**config.mk**
```make
export PLATFORM = sky130hd
export DESIGN_NAME = deadline_sorted_queue_unit_flat
export DESIGN_NICKNAME = d
export VERILOG_FILES = /design/src/sv/dsq_pkg.sv /design/src/sv/dsq_req_if.sv /design/src/sv/dsq_rsp_if.sv /design/src/sv/dsq_store.sv /design/src/sv/dsq_cmp.sv /design/src/sv/deadline_sorted_queue_unit.sv /design/src/flat_wrapper.sv
export SDC_FILE = /design/constraint.sdc
export NUM_CORES = 1
export LEC_CHECK = 0
export CORE_MARGIN = 2
export CORE_UTILIZATION = 40
export CTS_CLUSTER_DIAMETER = 100
export CTS_CLUSTER_SIZE = 16
export DETAILED_ROUTE_END_ITERATION = 10
export DONT_BUFFER_PORTS = 1
export REMOVE_ABC_BUFFERS = 1
export SKIP_LAST_GASP = 1
export SLEW_MARGIN = 40
export SYNTH_ARGS = -nofsm -noshare
export SYNTH_HDL_FRONTEND = slang
export SYNTH_HIERARCHICAL = 1
export SYNTH_SLANG_ARGS = --single-unit
```
**constraint.sdc**
```tcl
create_clock -name i_clk -period 11.8 [get_ports i_clk]
set_clock_uncertainty 0.2 [all_clocks]
set_input_delay 0.59 -clock i_clk [delete_from_list [all_inputs] [get_ports i_clk]]
set_output_delay 0.59 -clock i_clk [all_outputs]
set_load 0.01 [all_outputs]
```
**src/sv/dsq_pkg.sv**
```systemverilog
// Shared types and constants for the deadline sorted queue.
// No dependencies; every other file refers to it by scoped names.
package dsq_pkg;

    localparam int FUNC_W     = 2;
    localparam int TAG_PORT_W = 8;
    localparam int DL_W       = 64;
    localparam int STATUS_W   = 2;

    typedef enum logic [FUNC_W-1:0] {
        FN_INSERT = 2'd0,
        FN_REMOVE = 2'd1,
        FN_MOVE   = 2'd2
    } t_func;

    typedef enum logic [STATUS_W-1:0] {
        ST_DONE   = 2'd0,
        ST_ABSENT = 2'd1,
        ST_FULL   = 2'd2
    } t_status;

endpackage

```
**src/sv/dsq_req_if.sv**
```systemverilog
// Request channel: valid/ready plus operation, tag and deadline.
// Depends on dsq_pkg for field widths.
interface dsq_req_if;
    logic                            valid;
    logic                            ready;
    logic [dsq_pkg::FUNC_W-1:0]      func;
    logic [dsq_pkg::TAG_PORT_W-1:0]  tag;
    logic [dsq_pkg::DL_W-1:0]        deadline;

    modport source (output valid, output func, output tag, output deadline, input ready);
    modport sink   (input valid, input func, input tag, input deadline, output ready);
endinterface

```
**src/sv/dsq_rsp_if.sv**
```systemverilog
// Response channel: valid/ready plus status, count and head entry.
// Depends on dsq_pkg for field widths; CNT_W follows the queue depth.
interface dsq_rsp_if #(
    parameter int CNT_W = 5
);
    logic                            valid;
    logic                            ready;
    logic [dsq_pkg::STATUS_W-1:0]    status;
    logic [CNT_W-1:0]                count;
    logic                            head_valid;
    logic [dsq_pkg::TAG_PORT_W-1:0]  head_tag;
    logic [dsq_pkg::DL_W-1:0]        head_deadline;

    modport source (output valid, output status, output count, output head_valid,
                    output head_tag, output head_deadline, input ready);
    modport sink   (input valid, input status, input count, input head_valid,
                    input head_tag, input head_deadline, output ready);
endinterface

```
**src/sv/dsq_store.sv**
```systemverilog
// Entry memory: one write port, one read port with registered read data.
// Depends on dsq_pkg for the deadline width.
module dsq_store #(
    parameter int DEPTH = 16,
    parameter int TAG_W = 8
) (
    input  logic                          i_clk,
    input  logic                          i_wr_en,
    input  logic [$clog2(DEPTH)-1:0]      i_wr_addr,
    input  logic [TAG_W-1:0]              i_wr_tag,
    input  logic [dsq_pkg::DL_W-1:0]      i_wr_deadline,
    input  logic                          i_rd_en,
    input  logic [$clog2(DEPTH)-1:0]      i_rd_addr,
    output logic [TAG_W-1:0]              o_rd_tag,
    output logic [dsq_pkg::DL_W-1:0]      o_rd_deadline
);
    logic [TAG_W-1:0]          r_tag_mem [DEPTH];
    logic [dsq_pkg::DL_W-1:0]  r_dl_mem  [DEPTH];
    logic [TAG_W-1:0]          r_rd_tag;
    logic [dsq_pkg::DL_W-1:0]  r_rd_deadline;

    always_ff @(posedge i_clk) begin
        if (i_wr_en) begin
            r_tag_mem[i_wr_addr] <= i_wr_tag;
            r_dl_mem[i_wr_addr]  <= i_wr_deadline;
        end
    end

    // read data holds while no read is issued
    always_ff @(posedge i_clk) begin
        if (i_rd_en) begin
            r_rd_tag      <= r_tag_mem[i_rd_addr];
            r_rd_deadline <= r_dl_mem[i_rd_addr];
        end
    end

    assign o_rd_tag      = r_rd_tag;
    assign o_rd_deadline = r_rd_deadline;
endmodule

```
**src/sv/dsq_cmp.sv**
```systemverilog
// Shared compare unit: deadline greater-than and tag equality.
// Depends on dsq_pkg for the deadline width.
module dsq_cmp #(
    parameter int TAG_W = 8
) (
    input  logic [TAG_W-1:0]          i_slot_tag,
    input  logic [dsq_pkg::DL_W-1:0]  i_slot_deadline,
    input  logic [TAG_W-1:0]          i_key_tag,
    input  logic [dsq_pkg::DL_W-1:0]  i_key_deadline,
    output logic                      o_later,
    output logic                      o_tag_eq
);
    // slot strictly later than the key: it moves up one place on insert
    assign o_later  = i_slot_deadline > i_key_deadline;
    assign o_tag_eq = i_slot_tag == i_key_tag;
endmodule

```
**src/sv/deadline_sorted_queue_unit.sv**
```systemverilog
// Insert scans from the tail over the entries with a later deadline; remove scans
// every entry held; move does a remove scan and then, unless the queue is full, an
// insert scan; func 3 or an insert into a full queue only fetches the head. One
// operation at a time; each scan step is a memory read plus one pass through the shared compare unit.
// Reset: synchronous active-low; clears fill count, sequencer and output valid.
// Entry memory is not cleared; scans read only slots below the fill count.
module deadline_sorted_queue_unit #(
    parameter int DEPTH     = 16,
    parameter int TAG_WIDTH = 8
) (
    input  logic        i_clk,
    input  logic        i_rst_n,
    dsq_req_if.sink     i_req,
    dsq_rsp_if.source   o_rsp
);
    localparam int CW = $clog2(DEPTH + 1);   // fill count, holds DEPTH itself
    localparam int IW = $clog2(DEPTH);       // memory index

    // Sequencer states, one-hot
    typedef enum logic [6:0] {
        S_IDLE   = 7'b0000001,
        S_RM_RD  = 7'b0000010,   // remove scan: issue read or finish
        S_RM_CMP = 7'b0000100,   // remove scan: match tag / shift down
        S_IN_RD  = 7'b0001000,   // insert scan from the tail: issue read or place at 0
        S_IN_CMP = 7'b0010000,   // insert scan: shift up or place
        S_HD_RD  = 7'b0100000,   // fetch head entry
        S_OUT    = 7'b1000000    // load the output register
    } t_state;

    t_state                    r_state, n_state;
    dsq_pkg::t_func            r_func;
    logic [TAG_WIDTH-1:0]      r_tag;
    logic [dsq_pkg::DL_W-1:0]  r_deadline;
    dsq_pkg::t_status          r_status, n_status;
    logic [CW-1:0]             r_fill, n_fill;
    logic [CW-1:0]             r_idx, n_idx;
    logic                      r_found, n_found;

    logic                      r_out_valid;
    dsq_pkg::t_status          r_out_status;
    logic [CW-1:0]             r_out_count;
    logic                      r_out_head_valid;
    logic [TAG_WIDTH-1:0]      r_out_head_tag;
    logic [dsq_pkg::DL_W-1:0]  r_out_head_deadline;

    logic                      w_accept;
    logic                      w_load_out;
    logic [TAG_WIDTH-1:0]      w_req_tag;
    logic [CW-1:0]             w_idx_dec;

    logic                      w_rd_en;
    logic [IW-1:0]             w_rd_addr;
    logic                      w_wr_en;
    logic [IW-1:0]             w_wr_addr;
    logic                      w_wr_from_slot;   // move a stored entry vs. write the new one
    logic [TAG_WIDTH-1:0]      w_wr_tag;
    logic [dsq_pkg::DL_W-1:0]  w_wr_deadline;
    logic [TAG_WIDTH-1:0]      w_rd_tag;
    logic [dsq_pkg::DL_W-1:0]  w_rd_deadline;
    logic                      w_later;
    logic                      w_tag_eq;

    // Tag resized between the 8-bit port field and the stored TAG_WIDTH bits
    for (genvar b = 0; b < TAG_WIDTH; b++) begin : g_tag_in
        if (b < dsq_pkg::TAG_PORT_W) begin : g_bit
            assign w_req_tag[b] = i_req.tag[b];
        end else begin : g_zero
            assign w_req_tag[b] = 1'b0;
        end
    end

    for (genvar b = 0; b < dsq_pkg::TAG_PORT_W; b++) begin : g_tag_out
        if (b < TAG_WIDTH) begin : g_bit
            assign o_rsp.head_tag[b] = r_out_head_tag[b];
        end else begin : g_zero
            assign o_rsp.head_tag[b] = 1'b0;
        end
    end

    assign i_req.ready = (r_state == S_IDLE);
    assign w_accept    = i_req.valid && i_req.ready;
    assign w_idx_dec   = r_idx - 1'b1;

    // Entry memory and the shared compare unit
    dsq_store #(
        .DEPTH (DEPTH),
        .TAG_W (TAG_WIDTH)
    ) u_store (
        .i_clk         (i_clk),
        .i_wr_en       (w_wr_en),
        .i_wr_addr     (w_wr_addr),
        .i_wr_tag      (w_wr_tag),
        .i_wr_deadline (w_wr_deadline),
        .i_rd_en       (w_rd_en),
        .i_rd_addr     (w_rd_addr),
        .o_rd_tag      (w_rd_tag),
        .o_rd_deadline (w_rd_deadline)
    );

    dsq_cmp #(
        .TAG_W (TAG_WIDTH)
    ) u_cmp (
        .i_slot_tag      (w_rd_tag),
        .i_slot_deadline (w_rd_deadline),
        .i_key_tag       (r_tag),
        .i_key_deadline  (r_deadline),
        .o_later         (w_later),
        .o_tag_eq        (w_tag_eq)
    );

    assign w_wr_tag      = w_wr_from_slot ? w_rd_tag      : r_tag;
    assign w_wr_deadline = w_wr_from_slot ? w_rd_deadline : r_deadline;

    // Sequencer
    // Remove walks from the head; after the first tag match every following
    // entry is copied one slot down. Insert walks from the tail; each entry
    // strictly later than the new deadline is copied one slot up, and the new
    // entry lands in the gap, so it goes after equal deadlines.
    always_comb begin
        n_state        = r_state;
        n_status       = r_status;
        n_fill         = r_fill;
        n_idx          = r_idx;
        n_found        = r_found;
        w_rd_en        = 1'b0;
        w_rd_addr      = r_idx[IW-1:0];
        w_wr_en        = 1'b0;
        w_wr_addr      = r_idx[IW-1:0];
        w_wr_from_slot = 1'b0;
        w_load_out     = 1'b0;

        unique case (r_state)
            S_IDLE: begin
                if (w_accept) begin
                    n_status = dsq_pkg::ST_DONE;
                    n_found  = 1'b0;
                    n_idx    = '0;
                    unique case (i_req.func)
                        dsq_pkg::FN_INSERT: begin
                            if (r_fill == CW'(DEPTH)) begin
                                n_status = dsq_pkg::ST_FULL;
                                n_state  = S_HD_RD;
                            end else begin
                                n_idx   = r_fill;
                                n_state = S_IN_RD;
                            end
                        end
                        dsq_pkg::FN_REMOVE,
                        dsq_pkg::FN_MOVE: begin
                            n_state = S_RM_RD;
                        end
                        default: begin
                            n_state = S_HD_RD;   // unused code: no operation
                        end
                    endcase
                end
            end
            S_RM_RD: begin
                if (r_idx == r_fill) begin
                    if (r_found) begin
                        n_fill = r_fill - 1'b1;
                    end else begin
                        n_status = dsq_pkg::ST_ABSENT;
                    end
                    if (r_func == dsq_pkg::FN_MOVE) begin
                        if (n_fill == CW'(DEPTH)) begin
                            n_status = dsq_pkg::ST_FULL;
                            n_state  = S_HD_RD;
                        end else begin
                            n_idx   = n_fill;
                            n_state = S_IN_RD;
                        end
                    end else begin
                        n_state = S_HD_RD;
                    end
                end else begin
                    w_rd_en = 1'b1;
                    n_state = S_RM_CMP;
                end
            end
            S_RM_CMP: begin
                if (r_found) begin
                    w_wr_en        = 1'b1;
                    w_wr_addr      = w_idx_dec[IW-1:0];
                    w_wr_from_slot = 1'b1;
                end else if (w_tag_eq) begin
                    n_found = 1'b1;
                end
                n_idx   = r_idx + 1'b1;
                n_state = S_RM_RD;
            end
            S_IN_RD: begin
                if (r_idx == '0) begin
                    w_wr_en   = 1'b1;
                    w_wr_addr = '0;
                    n_fill    = r_fill + 1'b1;
                    n_state   = S_HD_RD;
                end else begin
                    w_rd_en   = 1'b1;
                    w_rd_addr = w_idx_dec[IW-1:0];
                    n_state   = S_IN_CMP;
                end
            end
            S_IN_CMP: begin
                w_wr_en = 1'b1;
                if (w_later) begin
                    w_wr_from_slot = 1'b1;
                    n_idx          = w_idx_dec;
                    n_state        = S_IN_RD;
                end else begin
                    n_fill  = r_fill + 1'b1;
                    n_state = S_HD_RD;
                end
            end
            S_HD_RD: begin
                w_rd_en   = 1'b1;
                w_rd_addr = '0;
                n_state   = S_OUT;
            end
            S_OUT: begin
                // result waits here only while the previous one is still held
                if (!r_out_valid || o_rsp.ready) begin
                    w_load_out = 1'b1;
                    n_state    = S_IDLE;
                end
            end
            default: begin
                n_state = S_IDLE;
            end
        endcase
    end

    always_ff @(posedge i_clk) begin
        if (!i_rst_n) begin
            r_state <= S_IDLE;
            r_fill  <= '0;
            r_found <= 1'b0;
        end else begin
            r_state <= n_state;
            r_fill  <= n_fill;
            r_found <= n_found;
        end
    end

    always_ff @(posedge i_clk) begin
        r_idx    <= n_idx;
        r_status <= n_status;
        if (w_accept) begin
            r_func     <= dsq_pkg::t_func'(i_req.func);
            r_tag      <= w_req_tag;
            r_deadline <= i_req.deadline;
        end
    end

    // Output register: the next request may be taken while a result waits
    always_ff @(posedge i_clk) begin
        if (!i_rst_n) begin
            r_out_valid <= 1'b0;
        end else if (w_load_out) begin
            r_out_valid <= 1'b1;
        end else if (o_rsp.ready) begin
            r_out_valid <= 1'b0;
        end
    end

    always_ff @(posedge i_clk) begin
        if (w_load_out) begin
            r_out_status     <= r_status;
            r_out_count      <= r_fill;
            r_out_head_valid <= (r_fill != '0);
            if (r_fill != '0) begin
                r_out_head_tag      <= w_rd_tag;
                r_out_head_deadline <= w_rd_deadline;
            end else begin
                r_out_head_tag      <= '0;
                r_out_head_deadline <= '0;
            end
        end
    end

    assign o_rsp.valid         = r_out_valid;
    assign o_rsp.status        = r_out_status;
    assign o_rsp.count         = r_out_count;
    assign o_rsp.head_valid    = r_out_head_valid;
    assign o_rsp.head_deadline = r_out_head_deadline;

`ifndef NO_ASSERTIONS
    a_fill_bound: assert property (@(posedge i_clk) disable iff (!i_rst_n)
        r_fill <= CW'(DEPTH))
        else $error("fill count above depth");

    a_busy_after_accept: assert property (@(posedge i_clk) disable iff (!i_rst_n)
        w_accept |=> (r_state != S_IDLE))
        else $error("sequencer idle right after a request transfer");

    a_fill_step: assert property (@(posedge i_clk) disable iff (!i_rst_n)
        ($past(i_rst_n) && (r_fill != $past(r_fill))) |->
            ((r_fill == CW'($past(r_fill) + 1'b1)) || (r_fill == CW'($past(r_fill) - 1'b1))))
        else $error("fill count moved by more than one");

    a_write_states: assert property (@(posedge i_clk) disable iff (!i_rst_n)
        w_wr_en |-> ((r_state == S_RM_CMP) || (r_state == S_IN_RD) || (r_state == S_IN_CMP)))
        else $error("memory write outside a scan step");

    a_out_hold: assert property (@(posedge i_clk) disable iff (!i_rst_n)
        w_load_out |-> (!r_out_valid || o_rsp.ready))
        else $error("result loaded over an untaken one");
`endif
endmodule

```
**src/flat_wrapper.sv**
```systemverilog
// flat-port wrapper written by rule: the top's interface ports become plain ports
module deadline_sorted_queue_unit_flat 
#(
    parameter int DEPTH     = 16,
    parameter int TAG_WIDTH = 8
)
  (i_clk, i_rst_n, i_req_valid, i_req_func, i_req_tag, i_req_deadline, i_req_ready, o_rsp_valid, o_rsp_status, o_rsp_count, o_rsp_head_valid, o_rsp_head_tag, o_rsp_head_deadline, o_rsp_ready);
  dsq_req_if i_req_i ();
  dsq_rsp_if #(.CNT_W(($clog2(DEPTH + 1)))) o_rsp_i ();
  input  logic i_clk;
  input  logic i_rst_n;
  input wire logic [$bits(i_req_i.valid)-1:0] i_req_valid;
  input wire logic [$bits(i_req_i.func)-1:0] i_req_func;
  input wire logic [$bits(i_req_i.tag)-1:0] i_req_tag;
  input wire logic [$bits(i_req_i.deadline)-1:0] i_req_deadline;
  output wire logic [$bits(i_req_i.ready)-1:0] i_req_ready;
  output wire logic [$bits(o_rsp_i.valid)-1:0] o_rsp_valid;
  output wire logic [$bits(o_rsp_i.status)-1:0] o_rsp_status;
  output wire logic [$bits(o_rsp_i.count)-1:0] o_rsp_count;
  output wire logic [$bits(o_rsp_i.head_valid)-1:0] o_rsp_head_valid;
  output wire logic [$bits(o_rsp_i.head_tag)-1:0] o_rsp_head_tag;
  output wire logic [$bits(o_rsp_i.head_deadline)-1:0] o_rsp_head_deadline;
  input wire logic [$bits(o_rsp_i.ready)-1:0] o_rsp_ready;
  assign i_req_i.valid = i_req_valid;
  assign i_req_i.func = i_req_func;
  assign i_req_i.tag = i_req_tag;
  assign i_req_i.deadline = i_req_deadline;
  assign i_req_ready = i_req_i.ready;
  assign o_rsp_valid = o_rsp_i.valid;
  assign o_rsp_status = o_rsp_i.status;
  assign o_rsp_count = o_rsp_i.count;
  assign o_rsp_head_valid = o_rsp_i.head_valid;
  assign o_rsp_head_tag = o_rsp_i.head_tag;
  assign o_rsp_head_deadline = o_rsp_i.head_deadline;
  assign o_rsp_i.ready = o_rsp_ready;
  deadline_sorted_queue_unit #(.DEPTH(DEPTH), .TAG_WIDTH(TAG_WIDTH)) u_core (.i_clk(i_clk), .i_rst_n(i_rst_n), .i_req(i_req_i), .o_rsp(o_rsp_i));
endmodule
```
**After elaboration in Yosys (flattened, before gate mapping)**

Memory sizes are Yosys's and may differ from the RTL's. A register that Yosys moved wholly into a read port is not among the register bits.
Index checks and enable logic that the tools add are counted.

- Register bits: 175
- Memory bits (writable): 1152
- Input port bits: 78
- Output and inout bits: 82
- Word-level logic and storage cells: 118
- Memories kept: 2

Memory list:

| name | depth | bits a word | read ports | clocked after Yosys merged registers in | write ports | RTL line | RTL |
|---|---|---|---|---|---|---|---|
| u_core.u_store.r_dl_mem | 16 | 64 | 1 | 1 | 1 | dsq_store.sv:18 | `logic [dsq_pkg::DL_W-1:0] r_dl_mem [DEPTH];` |
| u_core.u_store.r_tag_mem | 16 | 8 | 1 | 1 | 1 | dsq_store.sv:17 | `logic [TAG_W-1:0] r_tag_mem [DEPTH];` |

- Add/sub/neg operators: 4
- Magnitude comparators: 1
- Eq/ne operators: 22
- Multiplexer cells: 58
- Reductions and logical operators: 17

Operators by type and width:

| kind | number |
|---|---|
| $mux W5 | 13 |
| $gt A64 B64 Y1 | 1 |
| $mux W64 | 1 |
| $pmux W7 S7 | 1 |
| $mux W6 | 6 |
| $pmux W5 S4 | 1 |
| $pmux W4 S2 | 2 |
| $pmux W5 S3 | 1 |
| $mux W1 | 14 |
| $mux W2 | 7 |
| $mux W7 | 2 |
| $mux W4 | 3 |
| $pmux W6 S2 | 1 |
| $add A5 B1 Y5 const B | 2 |
| $eq A5 B5 Y1 const B | 2 |
| $sub A5 B1 Y5 const B | 2 |
| $eq A8 B8 Y1 | 1 |
| $mux W8 | 1 |
| $ne A2 B1 Y1 const B | 4 |
| $ne A2 B2 Y1 const B | 4 |
| $eq A7 B1 Y1 const B | 1 |
| $eq A7 B2 Y1 const B | 1 |
| $eq A7 B3 Y1 const B | 1 |
| $eq A7 B4 Y1 const B | 1 |
| other kinds (23) | 29 |

**Depth between registers and ports, before layout**

- Depth in word-level cells: 9
- Depth in mapped cells: 14
- Gate-level depth less buffers: 12

**Modules after synthesis**

The synthesis kept the hierarchy.

Modules (own cells, without submodules):

| module | times used | cells an instance | area an instance (µm²) | seq. area each (µm²) |
|---|---|---|---|---|
| dsq_store | 1 | 1850 | 45268.4 | 36755.3 |
| deadline_sorted_queue_unit | 1 | 568 | 8016.4 | 5114.9 |
| dsq_cmp | 1 | 239 | 1710.4 | 0.0 |

**Least setup slack after synthesis**

Ideal clock, no wire load.

- Path type: reg2reg
- From: register u_core.r_idx[0]
- To: memory u_core/u_store/r_dl_mem[0][0] (netlist bit), enable pin
- Library setup time: 590 ps
- Data arrival time: 7155 ps
- Data required time: 11010 ps
- Setup slack: 3855 ps
- Stages on the path, launching flop included: 10
- Path buffers: 2
- Period minus slack after synthesis: 7945 ps
- Cells stage by stage: edfxtp_1 -> clkbuf_1 -> inv_1 -> ha_1 -> or4b_4 -> buf_6 -> o21a_1 -> nand2_1 -> or3b_2 -> nor3_1

- Word-level cells in the longest chain between the ends: 5
- Elaborated cells on any way between the ends: 9
- Classes of those cells: add/sub (1); mux (7); reduce/logical (1)

RTL lines:

| element | RTL line | RTL |
|---|---|---|
| start, declared | deadline_sorted_queue_unit.sv:36 | `logic [CW-1:0] r_idx, n_idx;` |
| start signal, assigned | deadline_sorted_queue_unit.sv:246 | `r_idx <= n_idx;` |
| $logic_not A5 Y1 | deadline_sorted_queue_unit.sv:193 | `if (r_idx == '0) begin` |
| $mux W1 | deadline_sorted_queue_unit.sv:193 |  |
| $pmux W1 S3 | deadline_sorted_queue_unit.sv:132 | `unique case (r_state)` |
| via u_core.w_wr_en | deadline_sorted_queue_unit.sv:53 | `logic w_wr_en;` |
| $mux W1 | dsq_store.sv:23 | `if (i_wr_en) begin` |
| $mux W1 (not written as such) | dsq_store.sv:25 | `r_dl_mem[i_wr_addr] <= i_wr_deadline;` |
| end, declared | dsq_store.sv:18 |  |

The timed path passes the listed nets, and every way through them passes these cells.

**Worst setup path after layout**

- From: register u_core.u_store.r_rd_deadline (netlist bit u_core/u_store/o_rd_deadline[51]) (read register of u_core.u_store.r_dl_mem)
- To: memory u_core/u_store/r_dl_mem[4][31] (netlist bit), data pin

- Word-level cells in the longest chain between the ends: 4

RTL lines:

| element | RTL line | RTL |
|---|---|---|
| start, declared | dsq_store.sv:20 | `logic [dsq_pkg::DL_W-1:0] r_rd_deadline;` |
| $gt A64 B64 Y1 | dsq_cmp.sv:14 | `assign o_later = i_slot_deadline > i_key_deadline;` |
| via u_core.w_later | deadline_sorted_queue_unit.sv:60 | `logic w_later;` |
| $mux W1 | deadline_sorted_queue_unit.sv:206 | `if (w_later) begin` |
| $pmux W1 S2 | deadline_sorted_queue_unit.sv:132 |  |
| $mux W64 | deadline_sorted_queue_unit.sv:112 | `assign w_wr_deadline = w_wr_from_slot ? w_rd_deadline : r_deadline;` |
| via u_core.w_wr_deadline, one bit | deadline_sorted_queue_unit.sv:57 | `logic [dsq_pkg::DL_W-1:0] w_wr_deadline;` |

The timed path passes the listed nets, and every way through them passes these cells.

==> impl_results.md <==
* Outcome: finished, final reports clean
* Ys async rst share at 0%
* Global-route wire length before repair at 197100 um
* Initial antenna violation count at 11
* Post-CTS setup buffer count at 0
* Post-route DRC at 0
* Finished Layout Cells at 4578
* TritonCTS clock tree: done
* Reg2reg path depth at 11
* Clk pwr share at 25.3%
* # setup viols final at 0
* CTS buffer count at 99
* Slew Viols, Final at 0
* Lkg Pwr at 19.03 nW
* Worst Hold Class: in -> reg
* Synth unique cells at 76
* Pwr/cell area at 205.7 nW/um^2
* Share of cells above drive strength 1 at 18.19%
* Largest net degree at the start of global routing at 129
* WL per Instance at 30.23 um
* EDFF count, synth at 1385
* Vias per cell at 5.856
* Vias in the first global route at 26920
* Post-CTS sizing at 0
* CTS Root Buffer Type: clkbuf_16
* Final Hold Viols at 0
* Final Hold Slack at 0.08189 ns
* VDD IR-drop max at 166.9 uV
* Crit path arrival time at 6.01 ns
* PnR Total Power at 0.01252 W
* Sink Count at 1399
* Crit path required time at 11.96 ns
* Max-cap violations at 0
* Fin util at 44.42%
* Placement Rows at 136
* Cell Int Power at 0.008875 W
* Core area at 137000 um^2
* Total die area at 140500 um^2
* Worst Setup Start Kind: flop
* Area growth from synthesis to layout at 10.64%
* Clk buf depth at 3
* Vias post-DR at 26810
* Worst r2r src: u_core/u_store/o_rd_deadline[51]$_DFFE_PP_
* Post-DP Area at 57260 um^2
* H-tree levels at 3
* Gr usage total at 19.54%
* RSZ-0062 raised after global routing: false
* Worst-path clk slew at 0.07 ns
* Min Tclk post-route at 5.845 ns
* Wirelength, routed at 138400 um
* Clk Latency, worst-skew pair at 0.72 ns
* Worst R2R End: u_core/u_store/r_dl_mem[4][31]$_DFFE_PP_
* Most used DFF post-synth: edfxtp_1
* Final Instance Area at 60850 um^2
* Synth Instances at 2657
* Initial Utilization at 40.15%
* Comb pwr share at 26.1%
* Hold EP: u_core/r_state[6]$_SDFFE_PN0P_
* Port Buffer Count at 0
* RePlAce Congestion at 0.8052
* Synthesized cell area at 55000 um^2
* Reg2Reg Setup Slack at 5.96 ns
* Die Height at 374.8 um
* Switching Share at 29.11%
* Final worst path period share at 49.53%
* NetSw at 0.003644 W
* Sequential-to-total area share from yosys stat at 76.13%
* Drt pass-1 iters at 6
* Max-slew headroom at 41.98%
* Dpl cells at 4378
* Cts hold-fix bufs at 77
* Worst-margin pin slew at 0.8703 ns
* Detail Route Antenna Nets at 0
* First DRT Iteration DRCs at 3264
* Setup crit end kind: flop
* Yosys reg bits at 1399
* Die Wd at 374.8 um
* Crit Path Max Fanout at 43
* Hold path cells at 3
* DP Wirelength at 74310 um
* Setup Crit Path Kind: reg -> reg
* Final nets at 2914
* Mapped Avg Cell Area at 20.70 um^2
* Fmax at 171.1 MHz
* Yosys warns at 6
* Boundary pin count at 160
* Gr ovfl total at 0
* Hold_sp: o_rsp_ready
* Flop pwr share at 48.6%
## cells in the final DEF (no fill, tap or decap), types with 25 or more instances in the layout
master / count
a22oi_1: 145
buf_4: 35
mux4_2: 288
inv_1: 76
a21oi_1: 33
clkbuf_16: 101
nor2_1: 25
ha_1: 70
nand3_1: 31
nor2b_1: 78
dlygate4sd3_1: 77
mux2_1: 72
nand2_1: 104
edfxtp_1: 1385
## registers in the layout, summed over array words and instances (netlist names)
register	count
u_core/u_store/o_rd_deadline	64
u_core/r_tag	8
u_core/r_deadline	64
u_core/r_found	1
u_core/u_store/o_rd_tag	8
u_core/r_state	7
u_core/o_rsp.status	2
u_core/o_rsp.head_deadline	64
u_core/r_func	2
u_core/u_store/r_dl_mem	1024
u_core/r_fill	5
u_core/o_rsp.head_valid	1
u_core/o_rsp.count	5
u_core/r_idx	5
u_core/u_store/r_tag_mem	128
u_core/o_rsp.head_tag	8
u_core/o_rsp.valid	1
u_core/r_status	2
## Yosys cell counts (6+ instances only)
cell      number  area share [%]
xnor2_1       18            0.29
nand3_1       32            0.29
mux2_1        72             1.5
clkbuf_1      67            0.46
a22oi_1      145             2.0
nand2b_1       6           0.068
nor2b_1       80            0.91
buf_4          9            0.12
nor2_1        40            0.27
buf_6         29            0.59
edfxtp_1    1385              76
inv_1         77            0.53
mux4_2       288              12
a21oi_1       33            0.30
buf_2         18            0.16
dfxtp_1       14            0.51
buf_1          8           0.055
o21ai_1        6           0.055
nand2_1      104            0.71
o21ai_0       20            0.18
a21o_1         6           0.082
ha_1          70             1.6
nand4_1       14            0.16
nor3_1        12            0.11
## critical path, cell delays in order (launching register included)
cell and delay (ns):
edfxtp_1 0.43, ha_1 0.35, nand4_1 0.21, nor3_1 0.71, nand3_1 0.37, nand3b_4 0.26
a41o_1 0.22, a21oi_1 0.54, nand4_2 0.33, nand2_4 0.60, buf_6 0.61, mux2_1 0.60
## per-stage QoR
stage | setup TNS (ns) | setup WS [ns]
2_1_floorplan | -897.82 | -12.47
3_3_place_gp | 0 | 5.802
3_5_place_dp | 0 | 5.972
4_1_cts | 0 | 5.935
5_1_grt | 0 | 5.746
6_report | 0 | 5.955
## final cells by class
class / instances / area (um^2)
Tap cell: 1794 / 2245
Inverter: 78 / 295.3
Sequential cell: 1399 / 41870
Clock inverter: 8 / 140.1
Clock buffer: 108 / 2564
Antenna cell: 3 / 7.507
Multi-Input combinational cell: 1049 / 12260
Timing Repair Buffer: 139 / 1464
Fill cell: 11380 / 76130
## kinds of logic after synthesis
family	count (synthesis)	synth area share [%]
buffers and inverters	209	1.925
DFF	1399	76.13
adders and majority gates	70	1.593
and+or+nand+nor	331	3.294
xor gates and xnor gates	21	0.3344
AOI/OAI and AO/OA	266	3.433
muxes	361	13.29
## worst max path at each step
stage                                                     startpoint                                        end  slack [ns]  cells past startpoint
after floorplan                            u_core/r_idx[0]$_DFFE_PP_  u_core/u_store/o_rd_deadline[0]$_DFFE_PP_      -12.47                      8
after global placement    u_core/u_store/o_rd_deadline[51]$_DFFE_PP_   u_core/u_store/r_dl_mem[5][21]$_DFFE_PP_        5.80                     11
after detailed placement  u_core/u_store/o_rd_deadline[51]$_DFFE_PP_   u_core/u_store/r_dl_mem[6][15]$_DFFE_PP_        5.97                     11
after CTS                 u_core/u_store/o_rd_deadline[51]$_DFFE_PP_   u_core/u_store/r_dl_mem[7][17]$_DFFE_PP_        5.93                     11
after global routing      u_core/u_store/o_rd_deadline[51]$_DFFE_PP_   u_core/u_store/r_dl_mem[7][17]$_DFFE_PP_        5.75                     11
final                     u_core/u_store/o_rd_deadline[51]$_DFFE_PP_   u_core/u_store/r_dl_mem[4][31]$_DFFE_PP_        5.96                     11
## power groups by stage
| stage | combinational (W) | clock [W] | sequential [W] |
|---|---|---|---|
| 2_1_floorplan | 0.00407 | 0 | 0.00613 |
| 3_3_place_gp | 0.00315 | 0 | 0.00619 |
| 3_5_place_dp | 0.00324 | 0 | 0.00619 |
| 4_1_cts | 0.00328 | 0.00326 | 0.00608 |
| 5_1_grt | 0.00352 | 0.00341 | 0.00609 |
| 6_report | 0.00327 | 0.00317 | 0.00608 |
## layer usage
metal / global-route usage, % / part of all wire [%] / vias up
met5: 0 / 0.028 / -
met4: 4.329 / 2.1 / 6
met3: 3.357 / 6.9 / 179
met2: 31.54 / 48 / 1087
met1: 27.93 / 42 / 14430
li1: - / - / 11110
Note: power is estimated with default switching activity, not from simulation.
